**config.mk**
```make
export PLATFORM = sky130hd
export DESIGN_NAME = pll_frequency_word_programmer_unit
export DESIGN_NICKNAME = d
export VERILOG_FILES = /design/src/rtl/plfwp_pkg.sv /design/src/rtl/plfwp_front.sv /design/src/rtl/plfwp_queue.sv /design/src/rtl/plfwp_back.sv /design/src/rtl/pll_frequency_word_programmer_unit.sv
export SDC_FILE = /design/constraint.sdc
export NUM_CORES = 2
export LEC_CHECK = 0
export ABC_AREA = 1
export ABC_CLOCK_PERIOD_IN_PS = 5100
export BUFFER_PORTS_ARGS = -buffer_cell sky130_fd_sc_hd__clkbuf_2
export CORE_AREA = 2 2 279 281
export CTS_BUF_LIST = sky130_fd_sc_hd__clkbuf_8 sky130_fd_sc_hd__clkbuf_16
export CTS_CLUSTER_DIAMETER = 100
export DETAILED_ROUTE_END_ITERATION = 16
export DIE_AREA = 0 0 281 283
export PLACE_DENSITY = 0.82
export SETUP_SLACK_MARGIN = 0.3
export SYNTH_ARGS = -nofsm -noshare
export SYNTH_HDL_FRONTEND = slang
export SYNTH_HIERARCHICAL = 1
export SYNTH_SLANG_ARGS = --single-unit
```
**constraint.sdc**
```tcl
create_clock -name clk -period 5.1 [get_ports clk]
set_input_delay 0.765 -clock clk [delete_from_list [all_inputs] [get_ports clk]]
set_output_delay 0.765 -clock clk [all_outputs]
set_load 0.02 [all_outputs]
```
**src/rtl/plfwp_pkg.sv**
```systemverilog
// ----------------------------------------------------------------------------
// plfwp_pkg
// Types and constants shared by the synthesizer frequency-word programmer:
// payload structs, field widths, register base images and codes.
// ----------------------------------------------------------------------------
package plfwp_pkg;

    // Field widths
    localparam int FREQ_W  = 23;
    localparam int DIV_W   = 3;
    localparam int INT_W   = 16;
    localparam int FRAC_W  = 12;
    localparam int MOD_W   = 12;
    localparam int WORD_W  = 32;
    localparam int IDX_W   = 3;
    localparam int CFG_W   = 2;
    localparam int POWER_W = 2;

    // Loop constants
    localparam int PFD_KHZ      = 20000;
    localparam int FRAC_MODULUS = 4095;

    // Reciprocal division by the PFD frequency
    localparam int MAX_SHIFT   = 6;
    localparam int P_W         = FREQ_W + MAX_SHIFT;
    localparam int RECIP       = (2 ** P_W) / PFD_KHZ;
    localparam int RECIP_W     = $clog2(RECIP + 1);
    localparam int PROD_W      = P_W + RECIP_W;
    localparam int Q_W         = RECIP_W;
    localparam int D_W         = $clog2(PFD_KHZ + 1);
    localparam int QD_W        = Q_W + D_W;
    localparam int REM_W       = $clog2(PFD_KHZ);
    localparam int RAW_W       = REM_W + 1;
    localparam int NUM_W       = $clog2(FRAC_MODULUS + 1) + REM_W;

    // Queue between front and back
    localparam int QUEUE_DEPTH = 4;
    localparam int QPTR_W      = $clog2(QUEUE_DEPTH);
    localparam int QCNT_W      = $clog2(QUEUE_DEPTH + 1);

    // Operation codes
    localparam logic OP_PROGRAM = 1'b0;
    localparam logic OP_RESEND  = 1'b1;

    // Configuration register indexes
    localparam logic [CFG_W-1:0] CFG_AUX_OUTPUT_ENABLE  = 2'd0;
    localparam logic [CFG_W-1:0] CFG_OUTPUT_POWER_LEVEL = 2'd1;
    localparam logic [CFG_W-1:0] CFG_PRESCALER_SELECT   = 2'd2;

    // Output divider codes (divide by 2^code)
    localparam logic [DIV_W-1:0] DIV_BY_1  = 3'd0;
    localparam logic [DIV_W-1:0] DIV_BY_2  = 3'd1;
    localparam logic [DIV_W-1:0] DIV_BY_4  = 3'd2;
    localparam logic [DIV_W-1:0] DIV_BY_8  = 3'd3;
    localparam logic [DIV_W-1:0] DIV_BY_16 = 3'd4;
    localparam logic [DIV_W-1:0] DIV_BY_32 = 3'd5;
    localparam logic [DIV_W-1:0] DIV_BY_64 = 3'd6;

    // Synthesizer register indexes
    localparam logic [IDX_W-1:0] REG_IDX_0 = 3'd0;
    localparam logic [IDX_W-1:0] REG_IDX_1 = 3'd1;
    localparam logic [IDX_W-1:0] REG_IDX_2 = 3'd2;
    localparam logic [IDX_W-1:0] REG_IDX_3 = 3'd3;
    localparam logic [IDX_W-1:0] REG_IDX_4 = 3'd4;
    localparam logic [IDX_W-1:0] REG_IDX_5 = 3'd5;

    // Register base images
    localparam logic [WORD_W-1:0] REG5_BASE = 32'h0058_0005;
    localparam logic [WORD_W-1:0] REG4_BASE = 32'h008A_00E4;
    localparam logic [WORD_W-1:0] REG3_BASE = 32'h0000_04B3;
    localparam logic [WORD_W-1:0] REG2_BASE = 32'h0000_4E42;
    localparam logic [WORD_W-1:0] REG1_BASE = 32'h0000_8001;

    // Field positions
    localparam int DIV_POS   = 20;
    localparam int AUX_POS   = 8;
    localparam int POWER_POS = 3;
    localparam int PRESC_POS = 27;
    localparam int MOD_POS   = 3;
    localparam int INT_POS   = 15;
    localparam int FRAC_POS  = 3;

    // Reset values
    localparam logic [INT_W-1:0]   INT_RESET   = 16'd212;
    localparam logic [FRAC_W-1:0]  FRAC_RESET  = 12'd0;
    localparam logic [MOD_W-1:0]   MOD_INTEGER = 12'd2;
    localparam logic [DIV_W-1:0]   DIV_RESET   = DIV_BY_16;
    localparam logic [POWER_W-1:0] POWER_RESET = 2'd3;

    typedef struct packed {
        logic              operation;
        logic [FREQ_W-1:0] freq_khz;
    } in_item_t;

    typedef struct packed {
        logic [WORD_W-1:0] reg_word;
        logic [IDX_W-1:0]  reg_index;
        logic              last_word;
    } out_item_t;

    // Worked-out request held between front and back
    typedef struct packed {
        logic              operation;
        logic [DIV_W-1:0]  divider_code;
        logic [INT_W-1:0]  int_value;
        logic [FRAC_W-1:0] frac_value;
        logic [MOD_W-1:0]  modulus_value;
    } q_entry_t;

    // Pipeline tag carried alongside the arithmetic
    typedef struct packed {
        logic             operation;
        logic [DIV_W-1:0] divider_code;
    } tag_t;

endpackage

```
**src/rtl/plfwp_front.sv**
```systemverilog
// ----------------------------------------------------------------------------
// plfwp_front
// Accepts requests, picks the output divider band and works out INT, FRAC
// and MOD through a free-running reciprocal-division pipeline.
// ----------------------------------------------------------------------------
module plfwp_front (
    input  logic               clk,
    input  logic               rst_n,
    input  logic               in_valid,
    output logic               in_stall,
    input  plfwp_pkg::in_item_t in_data,
    input  logic               q_pop,
    output logic               q_push,
    output plfwp_pkg::q_entry_t q_wdata
);
    import plfwp_pkg::*;

    localparam logic [FREQ_W-1:0] BAND_MIN = 23'd35000;
    localparam logic [FREQ_W-1:0] BAND_MAX = 23'd4400000;
    localparam logic [FREQ_W-1:0] BAND_1   = 23'd2200000;
    localparam logic [FREQ_W-1:0] BAND_2   = 23'd1100000;
    localparam logic [FREQ_W-1:0] BAND_4   = 23'd550000;
    localparam logic [FREQ_W-1:0] BAND_8   = 23'd275000;
    localparam logic [FREQ_W-1:0] BAND_16  = 23'd137500;
    localparam logic [FREQ_W-1:0] BAND_32  = 23'd68750;

    logic                  accept;
    logic [DIV_W-1:0]      div_sel;
    logic [DIV_W-1:0]      div_track_reg;
    logic [QCNT_W-1:0]     occ_reg;
    logic [QCNT_W-1:0]     occ_next;

    // Pipeline valid bits, stages 0 to 7
    logic [7:0]            v_reg;

    logic [P_W-1:0]        p0_reg, p1_reg, p2_reg;
    tag_t                  tag0_reg, tag1_reg, tag2_reg, tag3_reg, tag4_reg, tag5_reg,
                           tag6_reg;
    logic [PROD_W-1:0]     prod1_reg, prod5_reg;
    logic [Q_W-1:0]        q2_reg, q6_reg;
    logic [QD_W-1:0]       qd2_reg, qd6_reg;
    logic [INT_W-1:0]      int3_reg, int4_reg, int5_reg, int6_reg;
    logic [REM_W-1:0]      rem3_reg;
    logic [NUM_W-1:0]      num4_reg, num5_reg, num6_reg;
    q_entry_t              entry7_reg;

    logic [RAW_W-1:0]      raw1;
    logic [Q_W-1:0]        q1_fix;
    logic [REM_W-1:0]      rem1_fix;
    logic [RAW_W-1:0]      raw2;
    logic [Q_W-1:0]        q2_fix;
    q_entry_t              entry_next;

    assign accept   = in_valid && !in_stall;
    assign in_stall = (occ_reg == QCNT_W'(QUEUE_DEPTH));

    // Octave band select; out-of-band keeps the previous divider
    always_comb
    begin
        div_sel = div_track_reg;
        if (in_data.freq_khz >= BAND_MIN && in_data.freq_khz <= BAND_MAX)
        begin
            if (in_data.freq_khz >= BAND_1)       div_sel = DIV_BY_1;
            else if (in_data.freq_khz >= BAND_2)  div_sel = DIV_BY_2;
            else if (in_data.freq_khz >= BAND_4)  div_sel = DIV_BY_4;
            else if (in_data.freq_khz >= BAND_8)  div_sel = DIV_BY_8;
            else if (in_data.freq_khz >= BAND_16) div_sel = DIV_BY_16;
            else if (in_data.freq_khz >= BAND_32) div_sel = DIV_BY_32;
            else                                  div_sel = DIV_BY_64;
        end
    end

    // Requests accepted but not yet popped by the back end
    always_comb
    begin
        occ_next = occ_reg;
        if (accept && !q_pop)
            occ_next = occ_reg + 1'b1;
        else if (!accept && q_pop)
            occ_next = occ_reg - 1'b1;
    end

    // Control state
    always_ff @(posedge clk or negedge rst_n)
    begin
        if (!rst_n)
        begin
            occ_reg       <= '0;
            div_track_reg <= DIV_RESET;
            v_reg         <= '0;
        end
        else
        begin
            occ_reg <= occ_next;
            if (accept && in_data.operation == OP_PROGRAM)
                div_track_reg <= div_sel;
            v_reg <= {v_reg[6:0], accept};
        end
    end

    // First quotient correction: estimate is exact or one low
    always_comb
    begin
        raw1     = RAW_W'(p2_reg - P_W'(qd2_reg));
        q1_fix   = q2_reg;
        rem1_fix = REM_W'(raw1);
        if (raw1 >= RAW_W'(PFD_KHZ))
        begin
            q1_fix   = q2_reg + 1'b1;
            rem1_fix = REM_W'(raw1 - RAW_W'(PFD_KHZ));
        end
    end

    // Second quotient correction and result packing
    always_comb
    begin
        raw2   = RAW_W'(P_W'(num6_reg) - P_W'(qd6_reg));
        q2_fix = q6_reg;
        if (raw2 >= RAW_W'(PFD_KHZ))
            q2_fix = q6_reg + 1'b1;
        entry_next.operation     = tag6_reg.operation;
        entry_next.divider_code  = tag6_reg.divider_code;
        entry_next.int_value     = int6_reg;
        entry_next.frac_value    = FRAC_W'(q2_fix);
        entry_next.modulus_value = (num6_reg == '0) ? MOD_INTEGER : MOD_W'(FRAC_MODULUS);
    end

    // Arithmetic pipeline datapath
    always_ff @(posedge clk)
    begin
        // stage 0: scaled frequency
        tag0_reg.operation    <= in_data.operation;
        tag0_reg.divider_code <= (in_data.operation == OP_PROGRAM) ? div_sel : div_track_reg;
        p0_reg <= P_W'(in_data.freq_khz) << div_sel;
        // stage 1: reciprocal product
        tag1_reg  <= tag0_reg;
        p1_reg    <= p0_reg;
        prod1_reg <= PROD_W'(p0_reg) * PROD_W'(RECIP);
        // stage 2: quotient estimate times divisor
        tag2_reg <= tag1_reg;
        p2_reg   <= p1_reg;
        q2_reg   <= Q_W'(prod1_reg >> P_W);
        qd2_reg  <= QD_W'(Q_W'(prod1_reg >> P_W)) * QD_W'(PFD_KHZ);
        // stage 3: INT and remainder
        tag3_reg <= tag2_reg;
        int3_reg <= INT_W'(q1_fix);
        rem3_reg <= rem1_fix;
        // stage 4: scaled remainder
        tag4_reg <= tag3_reg;
        int4_reg <= int3_reg;
        num4_reg <= NUM_W'(rem3_reg) * NUM_W'(FRAC_MODULUS);
        // stage 5: reciprocal product
        tag5_reg  <= tag4_reg;
        int5_reg  <= int4_reg;
        num5_reg  <= num4_reg;
        prod5_reg <= PROD_W'(num4_reg) * PROD_W'(RECIP);
        // stage 6: quotient estimate times divisor
        tag6_reg <= tag5_reg;
        int6_reg <= int5_reg;
        num6_reg <= num5_reg;
        q6_reg   <= Q_W'(prod5_reg >> P_W);
        qd6_reg  <= QD_W'(Q_W'(prod5_reg >> P_W)) * QD_W'(PFD_KHZ);
        // stage 7: finished entry
        entry7_reg <= entry_next;
    end

    assign q_push  = v_reg[7];
    assign q_wdata = entry7_reg;

    // Outstanding requests never exceed the queue room
    a_occ_bound: assert property (@(posedge clk) disable iff (!rst_n)
        occ_reg <= QCNT_W'(QUEUE_DEPTH))
        else $error("front occupancy above queue depth");

endmodule

```
**src/rtl/plfwp_queue.sv**
```systemverilog
// ----------------------------------------------------------------------------
// plfwp_queue
// Short FIFO of worked-out requests between the front and back ends, with a
// registered head entry presented to the back end.
// ----------------------------------------------------------------------------
module plfwp_queue (
    input  logic                clk,
    input  logic                rst_n,
    input  logic                push,
    input  plfwp_pkg::q_entry_t wdata,
    input  logic                pop,
    output logic                rvalid,
    output plfwp_pkg::q_entry_t rdata
);
    import plfwp_pkg::*;

    q_entry_t          mem_reg [QUEUE_DEPTH];
    logic [QPTR_W-1:0] wr_ptr_reg;
    logic [QPTR_W-1:0] rd_ptr_reg;
    logic [QCNT_W-1:0] count_reg;
    logic [QCNT_W-1:0] count_next;
    logic              head_valid_reg;
    logic              head_valid_next;
    q_entry_t          head_reg;
    logic              load;

    // Refill the head register when it is empty or being popped
    assign load = (count_reg != '0) && (!head_valid_reg || pop);

    // Entries held in storage
    always_comb
    begin
        count_next = count_reg;
        if (push && !load)
            count_next = count_reg + 1'b1;
        else if (!push && load)
            count_next = count_reg - 1'b1;
    end

    // Head entry occupancy
    always_comb
    begin
        head_valid_next = head_valid_reg;
        if (load)
            head_valid_next = 1'b1;
        else if (pop)
            head_valid_next = 1'b0;
    end

    // Pointers and fill level
    always_ff @(posedge clk or negedge rst_n)
    begin
        if (!rst_n)
        begin
            wr_ptr_reg     <= '0;
            rd_ptr_reg     <= '0;
            count_reg      <= '0;
            head_valid_reg <= 1'b0;
        end
        else
        begin
            count_reg      <= count_next;
            head_valid_reg <= head_valid_next;
            if (push)
                wr_ptr_reg <= wr_ptr_reg + 1'b1;
            if (load)
                rd_ptr_reg <= rd_ptr_reg + 1'b1;
        end
    end

    // Storage and registered read of the head
    always_ff @(posedge clk)
    begin
        if (push)
            mem_reg[wr_ptr_reg] <= wdata;
        if (load)
            head_reg <= mem_reg[rd_ptr_reg];
    end

    assign rvalid = head_valid_reg;
    assign rdata  = head_reg;

    a_no_overflow: assert property (@(posedge clk) disable iff (!rst_n)
        push && !load |-> count_reg != QCNT_W'(QUEUE_DEPTH))
        else $error("queue written while full");

    a_no_underflow: assert property (@(posedge clk) disable iff (!rst_n)
        pop |-> head_valid_reg)
        else $error("queue popped while empty");

endmodule

```
**src/rtl/plfwp_back.sv**
```systemverilog
// ----------------------------------------------------------------------------
// plfwp_back
// Holds the synthesizer state and configuration, and sends the six
// register words of each request from register 5 down to register 0.
// ----------------------------------------------------------------------------
module plfwp_back (
    input  logic                          clk,
    input  logic                          rst_n,
    input  logic                          q_valid,
    input  plfwp_pkg::q_entry_t           q_entry,
    output logic                          q_pop,
    input  logic                          cfg_write_en,
    input  logic [plfwp_pkg::CFG_W-1:0]   cfg_index,
    input  logic [plfwp_pkg::CFG_W-1:0]   cfg_data,
    output logic                          out_valid,
    input  logic                          out_stall,
    output plfwp_pkg::out_item_t          out_data
);
    import plfwp_pkg::*;

    logic                busy_reg, busy_next;
    logic [IDX_W-1:0]    idx_reg, idx_next;
    logic                out_valid_reg, out_valid_next;
    out_item_t           out_data_reg, out_data_next;
    logic                advance;

    logic [INT_W-1:0]    int_reg;
    logic [FRAC_W-1:0]   frac_reg;
    logic [MOD_W-1:0]    mod_reg;
    logic [DIV_W-1:0]    div_reg;
    logic                aux_reg;
    logic [POWER_W-1:0]  power_reg;
    logic                presc_reg;
    logic [WORD_W-1:0]   word;

    // Output register frees up when empty or its transfer completes
    assign advance = !out_valid_reg || !out_stall;
    assign q_pop   = advance && !busy_reg && q_valid;

    // Register word for the current index
    always_comb
    begin
        case (idx_reg)
            REG_IDX_4: word = REG4_BASE | (WORD_W'(div_reg) << DIV_POS)
                              | (WORD_W'(aux_reg) << AUX_POS)
                              | (WORD_W'(power_reg) << POWER_POS);
            REG_IDX_3: word = REG3_BASE;
            REG_IDX_2: word = REG2_BASE;
            REG_IDX_1: word = REG1_BASE | (WORD_W'(presc_reg) << PRESC_POS)
                              | (WORD_W'(mod_reg) << MOD_POS);
            REG_IDX_0: word = (WORD_W'(int_reg) << INT_POS) | (WORD_W'(frac_reg) << FRAC_POS);
            default:   word = REG5_BASE;
        endcase
    end

    // Sequencer: pop starts a run with register 5, then 4 down to 0
    always_comb
    begin
        busy_next      = busy_reg;
        idx_next       = idx_reg;
        out_valid_next = out_valid_reg;
        out_data_next  = out_data_reg;
        if (advance)
        begin
            if (busy_reg)
            begin
                out_valid_next          = 1'b1;
                out_data_next.reg_word  = word;
                out_data_next.reg_index = idx_reg;
                out_data_next.last_word = (idx_reg == REG_IDX_0);
                if (idx_reg == REG_IDX_0)
                    busy_next = 1'b0;
                else
                    idx_next = idx_reg - 1'b1;
            end
            else if (q_valid)
            begin
                out_valid_next          = 1'b1;
                out_data_next.reg_word  = REG5_BASE;
                out_data_next.reg_index = REG_IDX_5;
                out_data_next.last_word = 1'b0;
                busy_next               = 1'b1;
                idx_next                = REG_IDX_4;
            end
            else
            begin
                out_valid_next = 1'b0;
            end
        end
    end

    // Control state, synthesizer state and configuration
    always_ff @(posedge clk or negedge rst_n)
    begin
        if (!rst_n)
        begin
            busy_reg      <= 1'b0;
            idx_reg       <= REG_IDX_5;
            out_valid_reg <= 1'b0;
            int_reg       <= INT_RESET;
            frac_reg      <= FRAC_RESET;
            mod_reg       <= MOD_INTEGER;
            div_reg       <= DIV_RESET;
            aux_reg       <= 1'b1;
            power_reg     <= POWER_RESET;
            presc_reg     <= 1'b1;
        end
        else
        begin
            busy_reg      <= busy_next;
            idx_reg       <= idx_next;
            out_valid_reg <= out_valid_next;
            if (q_pop && q_entry.operation == OP_PROGRAM)
            begin
                int_reg  <= q_entry.int_value;
                frac_reg <= q_entry.frac_value;
                mod_reg  <= q_entry.modulus_value;
                div_reg  <= q_entry.divider_code;
            end
            if (cfg_write_en)
            begin
                case (cfg_index)
                    CFG_AUX_OUTPUT_ENABLE:  aux_reg   <= cfg_data[0];
                    CFG_OUTPUT_POWER_LEVEL: power_reg <= cfg_data;
                    CFG_PRESCALER_SELECT:   presc_reg <= cfg_data[0];
                    default: ;
                endcase
            end
        end
    end

    // Output payload
    always_ff @(posedge clk)
    begin
        out_data_reg <= out_data_next;
    end

    assign out_valid = out_valid_reg;
    assign out_data  = out_data_reg;

    // Words of one run leave back to back
    a_run_continuous: assert property (@(posedge clk) disable iff (!rst_n)
        out_valid && !out_stall && !out_data.last_word |=> out_valid)
        else $error("gap inside a register word run");

endmodule

```
**src/rtl/pll_frequency_word_programmer_unit.sv**
```systemverilog
// ----------------------------------------------------------------------------
// pll_frequency_word_programmer_unit
// Turns a target frequency in kHz into the six synthesizer register words.
//
// Input channel (in_valid / in_stall / in_data): operation 0 programs a new
// frequency, operation 1 resends the current words. A transfer happens when
// in_valid is high and in_stall is low.
// Output channel (out_valid / out_stall / out_data): six transfers per
// request, registers 5 down to 0, last_word set on register 0.
// Configuration: cfg_write_en with cfg_index 0 (aux output enable),
// 1 (output power level) or 2 (prescaler select); write only when idle.
// Register 5 is presented once the request has passed the eight-stage
// reciprocal-division pipeline, the queue and its head. Throughput: one
// output word per cycle while out_stall is low; the word sequencer takes a
// new request after the last word of the one before, with up to 4 buffered.
// Reset: state returns to INT 212, FRAC 0, MOD 2, divide by 16, aux on,
// +5 dBm, 8/9 prescaler; nothing is sent until a request arrives.
// A stalled receiver holds the current word; the front keeps accepting
// until the buffer is full, then raises in_stall.
// ----------------------------------------------------------------------------
module pll_frequency_word_programmer_unit (
    input  logic                         clk,
    input  logic                         rst_n,
    input  logic                         in_valid,
    output logic                         in_stall,
    input  plfwp_pkg::in_item_t          in_data,
    output logic                         out_valid,
    input  logic                         out_stall,
    output plfwp_pkg::out_item_t         out_data,
    input  logic                         cfg_write_en,
    input  logic [plfwp_pkg::CFG_W-1:0]  cfg_index,
    input  logic [plfwp_pkg::CFG_W-1:0]  cfg_data
);
    import plfwp_pkg::*;

    logic     q_push;
    logic     q_pop;
    logic     q_valid;
    q_entry_t q_wdata;
    q_entry_t q_rdata;

    // Classification and arithmetic
    plfwp_front u_front (
        .clk      (clk),
        .rst_n    (rst_n),
        .in_valid (in_valid),
        .in_stall (in_stall),
        .in_data  (in_data),
        .q_pop    (q_pop),
        .q_push   (q_push),
        .q_wdata  (q_wdata)
    );

    // Request buffer
    plfwp_queue u_queue (
        .clk    (clk),
        .rst_n  (rst_n),
        .push   (q_push),
        .wdata  (q_wdata),
        .pop    (q_pop),
        .rvalid (q_valid),
        .rdata  (q_rdata)
    );

    // Word sequencer
    plfwp_back u_back (
        .clk          (clk),
        .rst_n        (rst_n),
        .q_valid      (q_valid),
        .q_entry      (q_rdata),
        .q_pop        (q_pop),
        .cfg_write_en (cfg_write_en),
        .cfg_index    (cfg_index),
        .cfg_data     (cfg_data),
        .out_valid    (out_valid),
        .out_stall    (out_stall),
        .out_data     (out_data)
    );

endmodule
```
# After elaboration in Yosys (flattened, before gate mapping)
# Memories as Yosys holds them, arrays and structs flattened. A register that Yosys moved wholly into a read port is not among the register bits.
# Cells that the tools add are included.
# op_classes
reduce_logical,35
n_addsub,12
bitwise,6
mul,5
n_div,0
mux,30
eq_ne,8
shift,1
magnitude_cmp,10
# ops
operator,n
$pmux W32 S5,1
$mux W36,2
$mul A29 B15 Y44 const B,1
$mul A27 B15 Y42 const B,1
$mux W3,14
$ge A16 B15 Y1 const B,2
$or A32 B5 Y32,1
$sub A16 B16 Y16,2
$or A31 B15 Y31,1
$mux W15,2
$shl A23 B3 Y29,1
$or A28 B15 Y28,1
$logic_not A27 Y1,1
$mul A15 B12 Y27 const B,1
$mux W12,2
$or A24 B9 Y24,1
$ge A23 B16 Y1 const B,1
$ge A23 B17 Y1 const B,1
$ge A23 B18 Y1 const B,1
$ge A23 B19 Y1 const B,1
$ge A23 B20 Y1 const B,1
$ge A23 B21 Y1 const B,1
$ge A23 B22 Y1 const B,1
$le A23 B23 Y1 const B,1
26 further kinds,65
# totals
ff_bits,549
ramBits,172
memories,1
out_inout_bits,38
romBits,0
latch_bits,0
# memory_table
name,words,width,rd,rd_ports_with_merged_regs,wr,line,text
u_queue.mem_reg,4,43,1,1,1,plfwp_queue.sv:17,q_entry_t mem_reg [QUEUE_DEPTH];

# Logic depth before layout (Yosys ltp)
# logic_depth
depth_word,9
ltp_mapped,26

# Modules after synthesis
# The synthesis kept the hierarchy.
# by_module_without_submodules
mod,seq_area_each_um2,cells_per_inst,area_each_um2,instances
plfwp_front,7258.2,3488,31619.1,1
plfwp_queue,6806.5,616,9037.4,1
plfwp_back,2367.3,432,3973.8,1

# Least setup slack after synthesis
# OpenSTA, ideal clock, no wires.
# synth_path
path_kind,register -> register
start,register u_front.num4_reg[8]
end,register u_front.prod5_reg[37]
arrival_ns,4.773
setup_ns,0.127
path_slack_ns,0.201
stages_incl_launch_ff,21
path_buffers,0
cell_sequence,dfxtp_1 > ha_1 > fa_1 > inv_1 > fa_1 > inv_1 > fa_1 > fa_1 > inv_1 > fa_1 > inv_1 > ha_1 > a21oi_1 > inv_1 > a31oi_1 > nand2_1 > a21oi_1 > nand2_1 > a21oi_1 > o21ai_0 > xor2_1
# synth_via
elab_chain_cells,1
# synth_rtl
item,line,text
from (decl),plfwp_front.sv:44,"logic [NUM_W-1:0] num4_reg, num5_reg, num6_reg;"
from (signal assigned),plfwp_front.sv:151,num4_reg <= NUM_W'(rem3_reg) * NUM_W'(FRAC_MODULUS);
$mul A27 B15 Y42,plfwp_front.sv:156,prod5_reg <= PROD_W'(num4_reg) * PROD_W'(RECIP);
to (signal assigned),plfwp_front.sv:156,
to (decl),plfwp_front.sv:39,"logic [PROD_W-1:0] prod1_reg, prod5_reg;"
# No other way between the ends.
# A chain may end at the register's enable or synchronous reset.

# Final worst setup path
# layout_path
start,register u_front.num4_reg[12]
end,register u_front.prod5_reg[37]
# The elaborated chain is that of the path after synthesis.

==> run summary <==
final wirelength -> 115 mm
RSZ-0062 raised after global routing -> true
Clk Latency, worst-skew pair -> 0.63 ns
Slowest-stage cell, CP -> fa_1
CP arrival -> 5.52 ns
Die Y -> 283 um
most used cell, CP -> fa_1
status -> completed
RePlAce Congestion -> 0.945
drt pass-1 iters -> 6
placed cells -> 5755
DP HPWL -> 77.5 mm
crit path kind -> flop to flop
Mapped Area -> 0.0446 sq mm
sequential cell area fraction in the yosys report -> 36.8%
largest net degree at the start of global routing -> 129
share of cells above drive strength 1 -> 22.5%
Slew Limit Fails -> 0
Final Util -> 69.6%
clock skew -> 0.0364 ns
die area -> 0.0795 sq mm
Syn Inst Count -> 4536
Critical Path Max Stage Delay -> 0.57 ns
Buf/Inv on CP -> 5
CTS tree -> built
FF+latch count, synth -> 674
Clock Sinks -> 674
Area contributors post-synth -> fa_1 (19%), edfxtp_1 (17%), dfxtp_1 (15%), ha_1 (12%), inv_1 (8.9%)
Final Cycle Share -> 98.4%
top_reg_cell synth -> dfxtp_1
vias per cell -> 5.47
Hold Path Class -> input pin to asynchronous set/reset pin
H-tree depth -> 3
crit path max fanout -> 4
CP Cell Sequence -> ha_4 -> fa_1 -> inv_1 -> fa_1 -> fa_1 -> inv_2 -> fa_1 -> inv_2 -> fa_1 -> inv_2 -> ha_4 -> a21oi_2 -> inv_1 -> o21ai_1 -> nand2_1 -> a21oi_2 -> nand2_2 -> a21oi_4 -> o21ai_2 -> xor2_1
max FFs per register -> 176
endpoints failing setup -> 0
area grow syn2layout -> 19.6%
grt ovf -> 0
DR iter-0 viols -> 2677
Max Freq -> 199 MHz
DRC -> 0
most frequent cells in the layout -> inv_1 (964), nand2_1 (621), fa_1 (397), ha_1 (323), dfxtp_1 (282)
Root Driver -> clkbuf_16
CTS Buf Count -> 70
Setup crit end kind -> flop
Post-Layout Cell Count -> 5978
number of distinct library cells after synthesis -> 59
MaxCap Viol Count -> 0
min Tclk post-route -> 5.02 ns
critical path required time -> 5.60 ns
final hold vios -> 0
Filler cells -> 5008
normalized max-slew margin -> 29.5%
PortBufs -> 69
initial antenna violation count -> 0
Synth area leader -> fa_1
YS warnings -> 6
io pins -> 71
top cell type's share of synthesized area -> 18.8%
CP Launch Type -> flop
clock buffer depth -> 3
vias -> 32.7k
largest delay contributor family on the critical path -> adder cells
Rows -> 102
wire length of the first global-routing pass -> 175 mm
Reg clk slew, reported paths -> 0.06 ns
post-route ant nets -> 0
EDFF count, synth -> 255
setup TNS -> 0 ns
post-synth net total -> 5428
Worst Tran Pin Value -> 1.06 ns
Routed WL per cell -> 19.2 um
core area -> 0.0767 sq mm
Die Wd -> 281 um
commonest non-fill, non-tap cell in the layout -> inv_1
vias in the first global route -> 34.5k
Starting Density -> 58.2%
Syn Area/Cell -> 9.84 sq um
FFs w/ async S/R, synth -> 11.0%
gr usage total -> 27.8%
final net count -> 5771
cells in the mapped netlist (17+ instances only):
library cell  count
a21oi_1         136
o21ai_1          26
nand4_1          27
xnor2_1          61
a21o_1           20
inv_1          1055
o21ai_0          95
o211ai_1         45
fa_1            420
buf_2            34
nor3_1           26
edfxtp_1        255
a31oi_1          17
ha_1            439
nor4_1           23
dfrtp_1          61
o211ai_2         49
nand3_1         250
nand2_1         673
dfxtp_1         345
xor2_1           92
buf_6            23
nor2_1          212
buf_4            24
cell families after synthesis:
| kind of cell | after synthesis | share of synthesized area, % |
|---|---|---|
| and+or+nand+nor | 1258 | 12.1 |
| buffers and inverters | 1158 | 10.5 |
| adders and majority gates | 859 | 31.1 |
| DFF | 674 | 36.8 |
| AOI/OAI and AO/OA | 428 | 6.33 |
| xor gates and xnor gates | 155 | 3.08 |
| other | 3 | 0.0252 |
| muxes | 1 | 0.0252 |
worst paths after layout:
| kind | cells after the start | slack (ns) | to | from |
|---|---|---|---|---|
| worst max-delay path | 20 | 0.08 | u_front/prod5_reg[37] | u_front/num4_reg[12] |
| worst min-delay path | 1 | 0.17 | u_back/int_reg[5] | rst_n |
| worst max register to register | 20 | 0.08 | u_front/prod5_reg[37] | u_front/num4_reg[12] |
| worst min register to register | 0 | 0.32 | u_front/q_wdata[33] | u_front/int6_reg[9] |
| max in group asynchronous | 2 | 4.01 | u_front/div_track_reg[2] | rst_n |
| min in group clk | 0 | 0.32 | u_front/q_wdata[33] | u_front/int6_reg[9] |
worst reg2reg max path: cells and delay by family (launching register included):
family / cells / cell delay, ns
fa+ha+maj: 7 / 3.17
xor+xnor: 1 / 0.15
buf+inv: 5 / 0.32
simple gates: 2 / 0.21
flops: 1 / 0.37
compound gates: 5 / 0.71
what timing repair did:
action,CTS,global route
hold buffers,0,0
pin swaps,253,235
endpoints found under the setup margin,38,39
setup buffers,52,40
gates resized for setup,449,238
stage by stage:
stage | worst slack (ns) | instance area [sq um] | hold slack (ns)
final | 0.0837 | 53400 | 0.168
after global routing | -0.121 | 53400 | 0.198
after floorplan | 0.287 | 44800 | 0.310
after detailed placement | -0.182 | 47300 | 0.312
after global placement | -0.105 | 47300 | 0.310
after CTS | 0.240 | 52100 | 0.150
metal layers:
layer / routed length [um] / GRT usage, % / up-vias
met4: 5470 / 11.3 / 0
met1: 44900 / 34.0 / 15900
met5: 0 / 0 / -
met3: 7180 / 4.67 / 439
li1: - / - / 14900
met2: 57100 / 48.6 / 1453
final cells by class:
class	instances	area [sq um]	share of cell area, %
Tap cell	1040	1300	2.44
Sequential cell	674	16600	31.2
Timing Repair Buffer	362	2690	5.04
Multi-Input combinational cell	2704	26200	49.1
Inverter	1067	4030	7.54
Clock buffer	81	1910	3.59
Antenna cell	1	2.50	0.00469
Clock inverter	49	582	1.09
Power is left out: the tool's default activity adds up to more than one toggle a clock period on the data nets, which glitch-free logic cannot reach.
